$ cat config.mk
export PLATFORM = sky130hd
export DESIGN_NAME = multilevel_feedback_scheduler
export DESIGN_NICKNAME = d
export VERILOG_FILES = /design/src/mlfs_pkg.sv /design/src/mlfs_ram.sv /design/src/mlfs_ctrl.sv /design/src/mlfs_dp.sv /design/src/multilevel_feedback_scheduler.sv
export SDC_FILE = /design/constraint.sdc
export NUM_CORES = 2
export LEC_CHECK = 0
export ABC_AREA = 1
export BUFFER_PORTS_ARGS = -buffer_cell sky130_fd_sc_hd__buf_2
export CELL_PAD_IN_SITES_DETAIL_PLACEMENT = 1
export CELL_PAD_IN_SITES_GLOBAL_PLACEMENT = 2
export CORE_AREA = 5 5 356 358
export CTS_CLUSTER_SIZE = 14
export DETAILED_ROUTE_END_ITERATION = 10
export DIE_AREA = 0 0 361 363
export PLACE_DENSITY_LB_ADDON = 0.1
export RECOVER_POWER = 50
export SYNTH_ARGS = -nofsm -noshare
export SYNTH_HDL_FRONTEND = slang
export SYNTH_SLANG_ARGS = --single-unit
$ cat constraint.sdc
create_clock -name clk -period 7.1 [get_ports clk]
set_input_delay 1.42 -clock clk [delete_from_list [all_inputs] [get_ports clk]]
set_output_delay 1.42 -clock clk [all_outputs]
set_load 0.05 [all_outputs]
$ cat src/mlfs_pkg.sv
`timescale 1ns / 1ps
`default_nettype none
package mlfs_pkg;

	localparam int MAX_TASKS  = 16;
	localparam int LEVELS     = 3;
	localparam int TID_W      = $clog2(MAX_TASKS);
	localparam int LVL_W      = $clog2(LEVELS);
	localparam int CNT_W      = $clog2(MAX_TASKS + 1);
	localparam int WORK_W     = 16;
	localparam int BASE_W     = 8;
	localparam int QNT_W      = BASE_W + LVL_W;
	localparam int QRAM_DEPTH = LEVELS * MAX_TASKS;
	localparam int QADDR_W    = $clog2(QRAM_DEPTH);
	localparam int MASK_W     = 16;
	localparam int ADDR_W     = 3;
	localparam int DATA_W     = 32;

	localparam logic [BASE_W-1:0] BASE_RESET = 8'd4;
	localparam logic              REG_BASE_QUANTUM = 1'b0;

	localparam logic CMD_TICK = 1'b0;
	localparam logic CMD_LOAD = 1'b1;

	typedef enum logic [1:0] {
		ST_IDLE    = 2'd0,
		ST_READY   = 2'd1,
		ST_RUNNING = 2'd2,
		ST_TERM    = 2'd3
	} status_t;

	// commands from the controller to the datapath
	typedef struct packed {
		logic             in_fire;
		logic             chg_rd;
		logic             chg_upd;
		logic             arr;
		logic [TID_W-1:0] arr_idx;
		logic             el_rd;
		logic             el_upd;
	} dp_cmd_t;

	typedef struct packed {
		logic out_busy;
	} dp_sts_t;

	function automatic logic [QADDR_W-1:0] qaddr(input logic [LVL_W-1:0] lvl,
		input logic [TID_W-1:0] ptr);
		qaddr = QADDR_W'(lvl) * QADDR_W'(MAX_TASKS) + QADDR_W'(ptr);
	endfunction

endpackage
`default_nettype wire

$ cat src/mlfs_ram.sv
`timescale 1ns / 1ps
`default_nettype none
module mlfs_ram #(
	parameter int WIDTH = 8,
	parameter int DEPTH = 16
) (
	input  wire logic                     clk,
	input  wire logic                     we,
	input  wire logic [$clog2(DEPTH)-1:0] waddr,
	input  wire logic [WIDTH-1:0]         wdata,
	input  wire logic                     re,
	input  wire logic [$clog2(DEPTH)-1:0] raddr,
	output logic      [WIDTH-1:0]         rdata
);
	logic [WIDTH-1:0] mem_q [DEPTH];

	always_ff @(posedge clk) begin
		if (we) begin
			mem_q[waddr] <= wdata;
		end
		if (re) begin
			rdata <= mem_q[raddr];
		end
	end
endmodule
`default_nettype wire

$ cat src/mlfs_ctrl.sv
`timescale 1ns / 1ps
`default_nettype none
module mlfs_ctrl (
	input  wire logic             clk,
	input  wire logic             arst_n,
	input  wire logic             in_valid,
	output logic                  in_ready,
	input  wire logic             cmd,
	input  wire mlfs_pkg::dp_sts_t sts,
	output mlfs_pkg::dp_cmd_t     dcmd
);
	typedef enum logic [2:0] {
		S_IDLE, S_CHG0, S_CHG1, S_ARR, S_EL0, S_EL1
	} state_t;

	state_t                       state_q;
	logic [mlfs_pkg::TID_W-1:0]   idx_q;

	assign in_ready = (state_q == S_IDLE);

	always_comb begin
		dcmd         = '0;
		dcmd.in_fire = in_valid && in_ready;
		dcmd.arr_idx = idx_q;
		case (state_q)
			S_CHG0:  dcmd.chg_rd = 1'b1;
			S_CHG1:  dcmd.chg_upd = 1'b1;
			S_ARR:   dcmd.arr = 1'b1;
			S_EL0:   dcmd.el_rd = 1'b1;
			S_EL1:   dcmd.el_upd = !sts.out_busy;
			default: dcmd.in_fire = in_valid && in_ready;
		endcase
	end

	always_ff @(posedge clk or negedge arst_n) begin
		if (!arst_n) begin
			state_q <= S_IDLE;
			idx_q   <= '0;
		end else begin
			case (state_q)
				S_IDLE: begin
					if (in_valid && cmd == mlfs_pkg::CMD_TICK) begin
						state_q <= S_CHG0;
					end
				end
				S_CHG0: state_q <= S_CHG1;
				S_CHG1: begin
					idx_q   <= '0;
					state_q <= S_ARR;
				end
				S_ARR: begin
					idx_q <= idx_q + 1'b1;
					if (idx_q == mlfs_pkg::TID_W'(mlfs_pkg::MAX_TASKS - 1)) begin
						state_q <= S_EL0;
					end
				end
				S_EL0: state_q <= S_EL1;
				S_EL1: begin
					// hold until the output register is free
					if (!sts.out_busy) begin
						state_q <= S_IDLE;
					end
				end
				default: state_q <= S_IDLE;
			endcase
		end
	end
endmodule
`default_nettype wire

$ cat src/mlfs_dp.sv
`timescale 1ns / 1ps
`default_nettype none
module mlfs_dp (
	input  wire logic                          clk,
	input  wire logic                          arst_n,
	input  wire mlfs_pkg::dp_cmd_t             dcmd,
	output mlfs_pkg::dp_sts_t                  sts,
	input  wire logic                          cmd,
	input  wire logic [mlfs_pkg::TID_W-1:0]    task_id,
	input  wire logic [mlfs_pkg::WORK_W-1:0]   work_needed,
	input  wire logic [mlfs_pkg::MASK_W-1:0]   arrival_mask,
	output logic                               out_valid,
	input  wire logic                          out_ready,
	output logic                               elected_valid,
	output logic [mlfs_pkg::TID_W-1:0]         elected_task,
	output logic [mlfs_pkg::LVL_W-1:0]         elected_level,
	input  wire logic                          psel,
	input  wire logic                          penable,
	input  wire logic                          pwrite,
	input  wire logic [mlfs_pkg::ADDR_W-1:0]   paddr,
	input  wire logic [mlfs_pkg::DATA_W-1:0]   pwdata,
	output logic [mlfs_pkg::DATA_W-1:0]        prdata
);
	localparam int N = mlfs_pkg::MAX_TASKS;
	localparam int L = mlfs_pkg::LEVELS;

	logic [mlfs_pkg::BASE_W-1:0]  base_q;
	logic [mlfs_pkg::TID_W-1:0]   head_q [L];
	logic [mlfs_pkg::TID_W-1:0]   tail_q [L];
	logic [mlfs_pkg::CNT_W-1:0]   cnt_q  [L];
	logic [mlfs_pkg::WORK_W-1:0]  need_q [N];
	logic [mlfs_pkg::WORK_W-1:0]  done_q [N];
	logic [mlfs_pkg::QNT_W-1:0]   qnt_q  [N];
	mlfs_pkg::status_t            stat_q [N];
	logic [mlfs_pkg::LVL_W-1:0]   cur_q;
	logic                         run_q;
	logic                         go_q;
	logic [mlfs_pkg::TID_W-1:0]   prev_q;
	logic                         had_prev_q;
	logic [mlfs_pkg::MASK_W-1:0]  mask_q;
	logic [mlfs_pkg::LVL_W-1:0]   el_lvl_q;
	logic                         el_any_q;
	logic                         out_valid_q;
	logic                         ev_q;
	logic [mlfs_pkg::TID_W-1:0]   et_q;
	logic [mlfs_pkg::LVL_W-1:0]   el_q;

	logic                         ram_we;
	logic [mlfs_pkg::QADDR_W-1:0] ram_waddr;
	logic [mlfs_pkg::QADDR_W-1:0] ram_raddr;
	logic                         ram_re;
	logic [mlfs_pkg::TID_W-1:0]   ram_rdata;

	logic [mlfs_pkg::BASE_W-1:0]  eb;
	logic [mlfs_pkg::TID_W-1:0]   t;
	logic [mlfs_pkg::WORK_W-1:0]  dn;
	logic [mlfs_pkg::QNT_W-1:0]   qn;
	logic [mlfs_pkg::LVL_W-1:0]   nxt;
	logic                         c_term;
	logic                         c_demote;
	logic                         push_en;
	logic [mlfs_pkg::LVL_W-1:0]   push_lvl;
	logic                         pop_en;
	logic                         arr_hit;
	logic [mlfs_pkg::LVL_W-1:0]   sel_lvl;
	logic                         sel_any;
	logic                         cfg_we;
	logic [N-1:0]                 running;

	assign eb = (base_q == '0) ? mlfs_pkg::BASE_W'(1) : base_q;
	assign t  = ram_rdata;

	// charge arithmetic on the front task of the running level
	always_comb begin
		dn = (done_q[t] == '1) ? done_q[t] : done_q[t] + 1'b1;
		qn = (qnt_q[t] == '0) ? '0 : qnt_q[t] - 1'b1;
		nxt = (cur_q == mlfs_pkg::LVL_W'(L - 1)) ? '0 : cur_q + 1'b1;
		c_term   = (dn >= need_q[t]);
		c_demote = !c_term && (qn == '0);
		arr_hit  = mask_q[dcmd.arr_idx] && (stat_q[dcmd.arr_idx] == mlfs_pkg::ST_IDLE);
	end

	always_comb begin
		sel_any = 1'b0;
		sel_lvl = '0;
		for (int l = L - 1; l >= 0; l--) begin
			if (cnt_q[l] != '0) begin
				sel_any = 1'b1;
				sel_lvl = mlfs_pkg::LVL_W'(l);
			end
		end
	end

	always_comb begin
		push_en  = 1'b0;
		push_lvl = '0;
		pop_en   = 1'b0;
		if (dcmd.chg_upd && go_q && (c_term || c_demote)) begin
			pop_en = 1'b1;
			if (c_demote) begin
				push_en  = 1'b1;
				push_lvl = nxt;
			end
		end else if (dcmd.arr && arr_hit) begin
			push_en = 1'b1;
		end
		// drop a push into a full queue
		if (cnt_q[push_lvl] >= mlfs_pkg::CNT_W'(N)) begin
			push_en = 1'b0;
		end
		ram_we    = push_en;
		ram_waddr = mlfs_pkg::qaddr(push_lvl, tail_q[push_lvl]);
		ram_re    = dcmd.chg_rd || dcmd.el_rd;
		ram_raddr = dcmd.el_rd ? mlfs_pkg::qaddr(sel_lvl, head_q[sel_lvl])
		                       : mlfs_pkg::qaddr(cur_q, head_q[cur_q]);
	end

	mlfs_ram #(
		.WIDTH(mlfs_pkg::TID_W),
		.DEPTH(mlfs_pkg::QRAM_DEPTH)
	) u_qram (
		.clk   (clk),
		.we    (ram_we),
		.waddr (ram_waddr),
		.wdata (dcmd.arr ? dcmd.arr_idx : t),
		.re    (ram_re),
		.raddr (ram_raddr),
		.rdata (ram_rdata)
	);

	assign cfg_we = psel && penable && pwrite && (paddr[2] == mlfs_pkg::REG_BASE_QUANTUM);
	assign prdata = (paddr[2] == mlfs_pkg::REG_BASE_QUANTUM)
	                ? mlfs_pkg::DATA_W'(base_q) : '0;

	always_ff @(posedge clk or negedge arst_n) begin
		if (!arst_n) begin
			base_q <= mlfs_pkg::BASE_RESET;
		end else if (cfg_we) begin
			base_q <= pwdata[mlfs_pkg::BASE_W-1:0];
		end
	end

	// queue pointers
	always_ff @(posedge clk or negedge arst_n) begin
		if (!arst_n) begin
			for (int l = 0; l < L; l++) begin
				head_q[l] <= '0;
				tail_q[l] <= '0;
				cnt_q[l]  <= '0;
			end
		end else begin
			for (int l = 0; l < L; l++) begin
				if (push_en && push_lvl == mlfs_pkg::LVL_W'(l)) begin
					tail_q[l] <= tail_q[l] + 1'b1;
				end
				if (pop_en && cur_q == mlfs_pkg::LVL_W'(l)) begin
					head_q[l] <= head_q[l] + 1'b1;
				end
				cnt_q[l] <= cnt_q[l]
					+ mlfs_pkg::CNT_W'(push_en && push_lvl == mlfs_pkg::LVL_W'(l))
					- mlfs_pkg::CNT_W'(pop_en && cur_q == mlfs_pkg::LVL_W'(l));
			end
		end
	end

	// work needed has no reset
	always_ff @(posedge clk) begin
		if (dcmd.in_fire && cmd == mlfs_pkg::CMD_LOAD &&
		    (stat_q[task_id] == mlfs_pkg::ST_IDLE || stat_q[task_id] == mlfs_pkg::ST_TERM)) begin
			need_q[task_id] <= work_needed;
		end
		if (dcmd.in_fire) begin
			mask_q <= arrival_mask;
		end
	end

	always_ff @(posedge clk or negedge arst_n) begin
		if (!arst_n) begin
			for (int i = 0; i < N; i++) begin
				done_q[i] <= '0;
				qnt_q[i]  <= '0;
				stat_q[i] <= mlfs_pkg::ST_IDLE;
			end
			cur_q       <= '0;
			run_q       <= 1'b0;
			go_q        <= 1'b0;
			prev_q      <= '0;
			had_prev_q  <= 1'b0;
			el_lvl_q    <= '0;
			el_any_q    <= 1'b0;
			out_valid_q <= 1'b0;
			ev_q        <= 1'b0;
			et_q        <= '0;
			el_q        <= '0;
		end else begin
			if (dcmd.in_fire && cmd == mlfs_pkg::CMD_LOAD &&
			    (stat_q[task_id] == mlfs_pkg::ST_IDLE ||
			     stat_q[task_id] == mlfs_pkg::ST_TERM)) begin
				done_q[task_id] <= '0;
				stat_q[task_id] <= mlfs_pkg::ST_IDLE;
			end
			if (dcmd.chg_rd) begin
				go_q       <= run_q && (cnt_q[cur_q] != '0);
				had_prev_q <= 1'b0;
			end
			if (dcmd.chg_upd && go_q) begin
				done_q[t] <= dn;
				if (c_term) begin
					qnt_q[t]  <= qn;
					stat_q[t] <= mlfs_pkg::ST_TERM;
				end else if (c_demote) begin
					stat_q[t] <= mlfs_pkg::ST_READY;
					qnt_q[t]  <= mlfs_pkg::QNT_W'(
						(mlfs_pkg::QNT_W'(nxt) + 1'b1) * mlfs_pkg::QNT_W'(eb));
				end else begin
					qnt_q[t]   <= qn;
					prev_q     <= t;
					had_prev_q <= 1'b1;
				end
			end
			if (dcmd.arr && arr_hit) begin
				stat_q[dcmd.arr_idx] <= mlfs_pkg::ST_READY;
				qnt_q[dcmd.arr_idx]  <= mlfs_pkg::QNT_W'(eb);
			end
			if (dcmd.el_rd) begin
				el_lvl_q <= sel_lvl;
				el_any_q <= sel_any;
			end
			if (out_valid_q && out_ready) begin
				out_valid_q <= 1'b0;
			end
			if (dcmd.el_upd) begin
				run_q       <= el_any_q;
				out_valid_q <= 1'b1;
				ev_q        <= el_any_q;
				et_q        <= el_any_q ? t : '0;
				el_q        <= el_any_q ? el_lvl_q : '0;
				if (el_any_q) begin
					cur_q <= el_lvl_q;
					// return a preempted task to ready
					if (had_prev_q && prev_q != t &&
					    stat_q[prev_q] == mlfs_pkg::ST_RUNNING) begin
						stat_q[prev_q] <= mlfs_pkg::ST_READY;
					end
					stat_q[t] <= mlfs_pkg::ST_RUNNING;
				end
			end
		end
	end

	always_comb begin
		for (int i = 0; i < N; i++) begin
			running[i] = (stat_q[i] == mlfs_pkg::ST_RUNNING);
		end
	end

	assign sts.out_busy  = out_valid_q && !out_ready;
	assign out_valid     = out_valid_q;
	assign elected_valid = ev_q;
	assign elected_task  = et_q;
	assign elected_level = el_q;

	a_one_running: assert property (@(posedge clk) disable iff (!arst_n)
		$onehot0(running))
		else $error("more than one task running");

	a_cnt_bound: assert property (@(posedge clk) disable iff (!arst_n)
		(cnt_q[0] <= mlfs_pkg::CNT_W'(N)) && (cnt_q[1] <= mlfs_pkg::CNT_W'(N)) &&
		(cnt_q[2] <= mlfs_pkg::CNT_W'(N)))
		else $error("queue count beyond depth");

	a_none_zero: assert property (@(posedge clk) disable iff (!arst_n)
		(out_valid_q && !ev_q) |-> (et_q == '0 && el_q == '0))
		else $error("empty election carries a task");

	a_run_elected: assert property (@(posedge clk) disable iff (!arst_n)
		dcmd.el_upd |=> (run_q == ev_q))
		else $error("running flag differs from election");
endmodule
`default_nettype wire

$ cat src/multilevel_feedback_scheduler.sv
`timescale 1ns / 1ps
`default_nettype none
// Three-level feedback scheduler, level 0 highest.
// Input channel (in_valid/in_ready): cmd 1 loads work_needed for task_id and
// gives no result; cmd 0 is a tick that charges the running task, admits the
// idle tasks in arrival_mask and elects the front of the highest busy level.
// Output channel (out_valid/out_ready): one result per tick, elected_valid,
// elected_task and elected_level (task and level 0 when nothing is elected).
// A load is taken without leaving the idle state. A tick passes through the
// charge read and update of the queue memory, the arrival scan over all
// sixteen tasks (one task a cycle), the election read and the registered
// result, and no item is taken until it is back in idle; the next item can
// be taken in the same cycle as the result appears. The result sits in an
// output register; the next item is taken while it waits, and a following
// tick holds at its election until the result is taken. base_quantum is
// written through the APB port at address 0. Reset clears the queues, the
// tables other than work needed, and the output register; base_quantum
// returns to 4. The queue memory needs no clearing pass.
module multilevel_feedback_scheduler (
	input  wire logic                          clk,
	input  wire logic                          arst_n,
	input  wire logic                          in_valid,
	output logic                               in_ready,
	input  wire logic                          cmd,
	input  wire logic [mlfs_pkg::TID_W-1:0]    task_id,
	input  wire logic [mlfs_pkg::WORK_W-1:0]   work_needed,
	input  wire logic [mlfs_pkg::MASK_W-1:0]   arrival_mask,
	output logic                               out_valid,
	input  wire logic                          out_ready,
	output logic                               elected_valid,
	output logic [mlfs_pkg::TID_W-1:0]         elected_task,
	output logic [mlfs_pkg::LVL_W-1:0]         elected_level,
	input  wire logic                          psel,
	input  wire logic                          penable,
	input  wire logic                          pwrite,
	input  wire logic [mlfs_pkg::ADDR_W-1:0]   paddr,
	input  wire logic [mlfs_pkg::DATA_W-1:0]   pwdata,
	output logic [mlfs_pkg::DATA_W-1:0]        prdata,
	output logic                               pready
);
	mlfs_pkg::dp_cmd_t dcmd;
	mlfs_pkg::dp_sts_t sts;

	assign pready = 1'b1;

	mlfs_ctrl u_ctrl (
		.clk      (clk),
		.arst_n   (arst_n),
		.in_valid (in_valid),
		.in_ready (in_ready),
		.cmd      (cmd),
		.sts      (sts),
		.dcmd     (dcmd)
	);

	mlfs_dp u_dp (
		.clk           (clk),
		.arst_n        (arst_n),
		.dcmd          (dcmd),
		.sts           (sts),
		.cmd           (cmd),
		.task_id       (task_id),
		.work_needed   (work_needed),
		.arrival_mask  (arrival_mask),
		.out_valid     (out_valid),
		.out_ready     (out_ready),
		.elected_valid (elected_valid),
		.elected_task  (elected_task),
		.elected_level (elected_level),
		.psel          (psel),
		.penable       (penable),
		.pwrite        (pwrite),
		.paddr         (paddr),
		.pwdata        (pwdata),
		.prdata        (prdata)
	);
endmodule
`default_nettype wire

# After elaboration in Yosys (flattened, before gate mapping)
# Memories as Yosys holds them, arrays and structs flattened. A register that Yosys moved wholly into a read port is not among the register bits.
# Index checks and enable logic that the tools add are counted.
# word_totals
rom_bits,0
ram_bits,448
out_inout_bits,42
in_bits,79
latchBits,0
ff_bits,537
n_memories,2
# op_classes
n_lt_le_gt_ge,14
bitwise,28
n_div,0
n_mux,110
add_sub_neg,20
shifts,0
n_eq_ne,17
reduce_logical,50
mul,1
# mem_list
name,depth,width,read_ports,rd_ports_with_merged_regs,write_ports,line_no,source
u_dp.need_q,16,16,1,0,1,mlfs_dp.sv:31,logic [mlfs_pkg::WORK_W-1:0] need_q [N];
u_dp.u_qram.mem_q,48,4,1,1,1,mlfs_ram.sv:15,logic [WIDTH-1:0] mem_q [DEPTH];
# ops
operator,count
160-bit 2-to-1 mux,4
256-bit 2-to-1 mux,2
160-bit bitwise mux,3
32-bit 2-to-1 mux,10
256-bit bitwise AND,1
256-bit bitwise mux,1
256-bit NOT,1
16-bit demux with 4-bit select,2
10-bit demux with 4-bit select,2
16-bit 2-to-1 mux,5
16-bit bitwise AND,4
16-bit binary-select mux with 4-bit select,1
16-bit NOT,4
16-bit OR,4
10-bit 2-to-1 mux,5
10-bit binary-select mux with 4-bit select,1
2-bit 2-to-1 mux,17
32-bit bitwise AND,1
2-bit demux with 4-bit select,4
4-bit 2-to-1 mux,8
32-bit NOT,1
32-bit OR,1
"4-bit by 1-bit adder with 4-bit output, second input constant",7
1-bit logical AND,27
other kinds (47),124

# Logic depth before layout (Yosys ltp)
# depth
word_depth,21
ltp_mapped,48

# Modules after synthesis
# Synthesis repeated with hierarchy kept, for this count alone.
# unflattened
hier_cells,5441
area_unflattened_um2,48884.4
# by_module_without_submodules
mod,cells_per_inst,instances,area_per_inst_um2
mlfs_dp,4678,1,40281.1
mlfs_ram,710,1,8191.6
mlfs_ctrl,51,1,400.4
multilevel_feedback_scheduler,2,1,11.3

# Worst setup path before layout
# OpenSTA, ideal clock, no wires.
# synth_timing
path_kind,register to register
start,"register u_dp.u_qram.rdata[0], read port of u_dp.u_qram.mem_q"
end,register u_dp.cnt_q[4] in the netlist's numbering
path_buffers,6
t_required_ns,6.972
path_slack_ns,1.126
path_stages_with_launch,45
t_arrival_ns,5.846
cell_sequence,edfxtp_1 > inv_2 > nand2_2 > inv_2 > buf_4 > buf_2 > buf_2 > a22oi_1 > nand2_1 > nand2_1 > nand3_1 > ha_1 > inv_1 > nor2_1 > nand3_1 > inv_1 > nand4_1 > xnor2_1 > [... 9 more ...] > nand2_1 > nand2_1 > nand2_1 > nand2_1 > a21oi_1 > nor2_1 > buf_4 > nand4_1 > buf_4 > nand3_4 > nand3_4 > nor2_8 > ha_1 > inv_1 > fa_1 > o21ai_0 > a21oi_1 > xor2_1
# synth_between
elab_chain_len,21
word_cells_on_any_way,36
cone_classes,add/sub (4); order compare (2); eq/ne (2); mux (17); bitwise (2); reduce/logical (8); memory (1)
# synth_rtl
element,line_no,source
from (decl),mlfs_ram.sv:13,output logic [WIDTH-1:0] rdata
4-bit NOT with 5-bit output (not written as such),"mlfs_dp.sv:75, mlfs_dp.sv:76",
16-bit binary-select mux with 4-bit select,mlfs_dp.sv:75,dn = (done_q[t] == '1) ? done_q[t] : done_q[t] + 1'b1;
16-bit 2-to-1 mux (not written as such) (2 in a row),mlfs_dp.sv:75,
16-bit by 1-bit adder with 16-bit output / 16-bit equality test (equally long branches),mlfs_dp.sv:75,
16-bit 2-to-1 mux,mlfs_dp.sv:75,
16-bit >= comparator,mlfs_dp.sv:78,c_term = (dn >= need_q[t]);
1-bit zero test,mlfs_dp.sv:79,c_demote = !c_term && (qn == '0);
1-bit logical AND,mlfs_dp.sv:79,
[... 3 more ...],--,
2-bit NOT with 3-bit output (not written as such),mlfs_dp.sv:108,if (cnt_q[push_lvl] >= mlfs_pkg::CNT_W'(N)) begin
5-bit binary-select mux with 2-bit select,mlfs_dp.sv:108,
5-bit 2-to-1 mux (not written as such) (2 in a row),mlfs_dp.sv:108,
5-bit >= comparator,mlfs_dp.sv:108,
1-bit 2-to-1 mux,mlfs_dp.sv:108,
1-bit logical AND,mlfs_dp.sv:160,+ mlfs_pkg::CNT_W'(push_en && push_lvl == mlfs_pkg::LVL_W'(l))
5-bit by 1-bit adder with 5-bit output,mlfs_dp.sv:160,
5-bit by 1-bit subtractor with 5-bit output (*),mlfs_dp.sv:161,- mlfs_pkg::CNT_W'(pop_en && cur_q == mlfs_pkg::LVL_W'(l));
"to (signal, indexed assignment)",mlfs_dp.sv:159,cnt_q[l] <= cnt_q[l]
to (decl),mlfs_dp.sv:30,logic [mlfs_pkg::CNT_W-1:0] cnt_q [L];
# Every way passes the cells marked *; elsewhere a longest branch is shown, timed or not. The select of a mux whose other input is x is not followed.
# A chain may end at the register's enable or synchronous reset.

# Final worst setup path
# layout_timing
start,"register u_dp.u_qram.rdata[3], read port of u_dp.u_qram.mem_q"
end,register u_dp.cnt_q[4] in the netlist's numbering
# Same word-level chain as after synthesis.

==> flow_metrics.tcl <==
set metrics [dict create \
    cts_buffers 112 \
    areaGrowthSynthToFinish_pct 12.8 \
    coreArea_sq_mm 0.123 \
    synth_edf_count 468 \
    timing.final.crit_share_pct 93.2 \
    slew_headroom_pct -255 \
    yosysTopAreaCellShare_pct 28.7 \
    fp.dieW_um 361 \
    syn_inst 5312 \
    drv_cap 5 \
    cts_buffer_depth 3 \
    fin_area_sq_mm 0.0552 \
    rsz0062_at_grt "true" \
    powerDensity_mw_per_mm2 516 \
    die_area_sq_mm 0.131 \
    crit_top_cell "nand2_1" \
    drc 0 \
    gp_congestion 0.864 \
    grt_overflow 0 \
    syn_area_sq_mm 0.0489 \
    ir_worst_vdd_mv 0.355 \
    cts.htree.levels 3 \
    crit_type "reg -> reg" \
    holdPathStages 2 \
    yosysTopAreaCell "edfxtp_1" \
    place_area_sq_mm 0.0512 \
    clock_sinks 989 \
    synth.distinct_cells 64 \
    cts_tree "built" \
    end_kind "flip-flop" \
    ant_nets 0 \
    grt_max_degree 172 \
    yosys_most_used_dff "dfrtp_1" \
    cp.arrival_ps 7230 \
    timing.fmax_mhz 151 \
    reg2reg_depth 39 \
    status "complete, but fails checks" \
    syn-mean-instance-area_sq_um 9.20 \
    dr.pass1.iters 7 \
    finalClockSkew_ps 61.8 \
    portBuffers 69 \
    final_nets 5487 \
    grt_pass1_wl_mm 278 \
    violations "capacitance limit, slew limit" \
    finalMaxSlewViolations 287 \
    async_flop_share_pct 52.7 \
    synth_top_cells_by_area "edfxtp_1 (29%), dfrtp_1 (27%), nand2_1 (7.4%), o21ai_0 (6.7%), a22oi_1 (4.9%)" \
    setup_viol 0 \
    startpoint_type "flip-flop" \
    hold_violations 0 \
    required_ps 7720 \
    ios 121 \
    crit_slowest_cell "edfxtp_1" \
    grt_pass1_vias 41900 \
    cts_hold_buffers 0 \
    r2r-start "u_dp.u_qram.rdata[3]" \
    r2r-end "u_dp.cnt_q[4]" \
    yosys-top-cells-count "nand2_1 (968), o21ai_0 (651), nor2_1 (553), dfrtp_1 (520), edfxtp_1 (468)" \
    fin_ws_ps 485 \
    synth.most_common_cell "nand2_1" \
    critical_path.max_fanout 17 \
    hold_start "u_dp.el_lvl_q[0]" \
    synth_seq_cells 989 \
    wire_per_inst_um 26.5 \
    vias 40800 \
    grt_usage_pct 28.0 \
    clk_pin_slew_ps 60 \
    vias_per_cell 5.76 \
    dp_hpwl_mm 120 \
    pre_cts_ws_ps 189 \
    seq_area_frac_synth_pct 55.4 \
    max_stage_delay_ps 590 \
    drt_iter0_drc 3330 \
    min_path_type "reg -> reg" \
    clk_latency_ps 760 \
    min_period_ps 6620 \
    layout-drive-gt1-share_pct 9.67 \
    whs_endpoint "u_dp.elected_level[0]" \
    rows 129 \
    cts_root_buf "clkbuf_16" \
    r2r_slack_ps 480 \
    tightestPinTransition_ps 5320 \
    tns_ps 0 \
    die_h_um 363 \
    yosysWarnings 0 \
    start_util_pct 39.8 \
    p_leak_uw 0.0226 \
    grt_antenna_before_repair 6 \
    routed_wl_mm 187 \
]
state kept, by name, indices dropped and copies added (netlist names), 2 cells and up:
register,flops
u_dp.u_qram.mem_q,192
u_dp.cur_q,2
u_dp.el_lvl_q,2
u_dp.need_q,256
u_dp.qnt_q,160
u_dp.elected_task,4
u_dp.tail_q,12
u_dp.done_q,256
u_ctrl.state_q,3
u_dp.mask_q,16
u_dp.elected_level,2
u_dp.base_q,8
u_ctrl.idx_q,4
u_dp.head_q,12
u_dp.u_qram.rdata,4
u_dp.prev_q,4
u_dp.stat_q,32
u_dp.cnt_q,15
how the worst max path moves through the flow:
stage | startpoint | to | slack (ps) | depth (start not counted)
3_5_place_dp | u_dp.u_qram.rdata[1] | u_dp.cnt_q[4] | 190 | 43
6_report | u_dp.u_qram.rdata[3] | u_dp.cnt_q[4] | 480 | 39
4_1_cts | u_dp.u_qram.rdata[1] | u_dp.cnt_q[4] | 140 | 43
3_3_place_gp | u_dp.u_qram.rdata[1] | u_dp.cnt_q[4] | 270 | 43
5_1_grt | u_dp.u_qram.rdata[1] | u_dp.cnt_q[4] | -20 | 45
2_1_floorplan | u_dp.u_qram.rdata[0] | u_dp.cnt_q[4] | 1130 | 44
metal layers:
layer	track usage, %	vias to the layer above	wire (um)
met4	7.91	0	5740
met3	3.35	293	8320
li1	-	18600	-
met1	37.9	20800	83100
met5	0	-	0
met2	47.7	1088	90100
worst max-delay path, delay by kind of cell, from the launching register on:
family          cells  cell delay [ps]
fa+ha+maj           3              910
xor+xnor            2              400
simple gates       22             2920
compound gates      5              700
flops               1              590
buf+inv             7              930
per-stage QoR:
step           util, %  total power, uW  std cells  hold WS [ps]
6_report          44.9            28500       7081           472
5_1_grt           44.9            30200       7080           524
4_1_cts           44.7            28400       7058           475
3_5_place_dp      41.6            22200       6846           477
3_3_place_gp      41.6            22100       6846           465
2_1_floorplan        -            16600       5335           442
report_power, final:
group          switching [uW]  internal, uW
Combinational           10300          3900
Sequential                801          7360
Clock                    2540          3540
Total                   13700         14800
layout by cell type, fill, tap and decap left out, drive strengths merged, types with 180 or more instances in the layout:
cell,count
edfxtp,468
a21oi,180
dfrtp,520
nand3,334
inv,360
a22oi,321
clkbuf,192
nand2,986
buf,216
o21ai,673
nor2,575
final cells by class:
| type | count | area [sq um] |
|---|---|---|
| inverter | 382 | 1460 |
| tap | 1637 | 2050 |
| sequential | 989 | 27100 |
| clock buffer | 154 | 3150 |
| clock inverter | 58 | 667 |
| antenna | 4 | 10.0 |
| fill | 14100 | 67800 |
| timing repair buffer | 255 | 1820 |
| multi-input combinational | 3602 | 18900 |
cell families (layout without fill, tap and decap cells):
logic type,count (synthesis),after routing,synth area share [%]
and+or+nand+nor,1992,1992,17.3
other,2,29,0.0154
adders and majority gates,66,66,1.84
muxes,3,3,0.0665
AOI/OAI and AO/OA,1472,1472,18.2
xor gates and xnor gates,44,44,0.788
DFF,989,989,55.4
buffers and inverters,744,849,6.40
repair_timing:
item / CTS / global route
hold endpoints to repair: 0 / 0
gates resized for setup: 0 / 16
endpoints found under the setup margin: 0 / 213
buffers inserted: 0 / 18
Note: power is estimated with default switching activity, not from simulation.
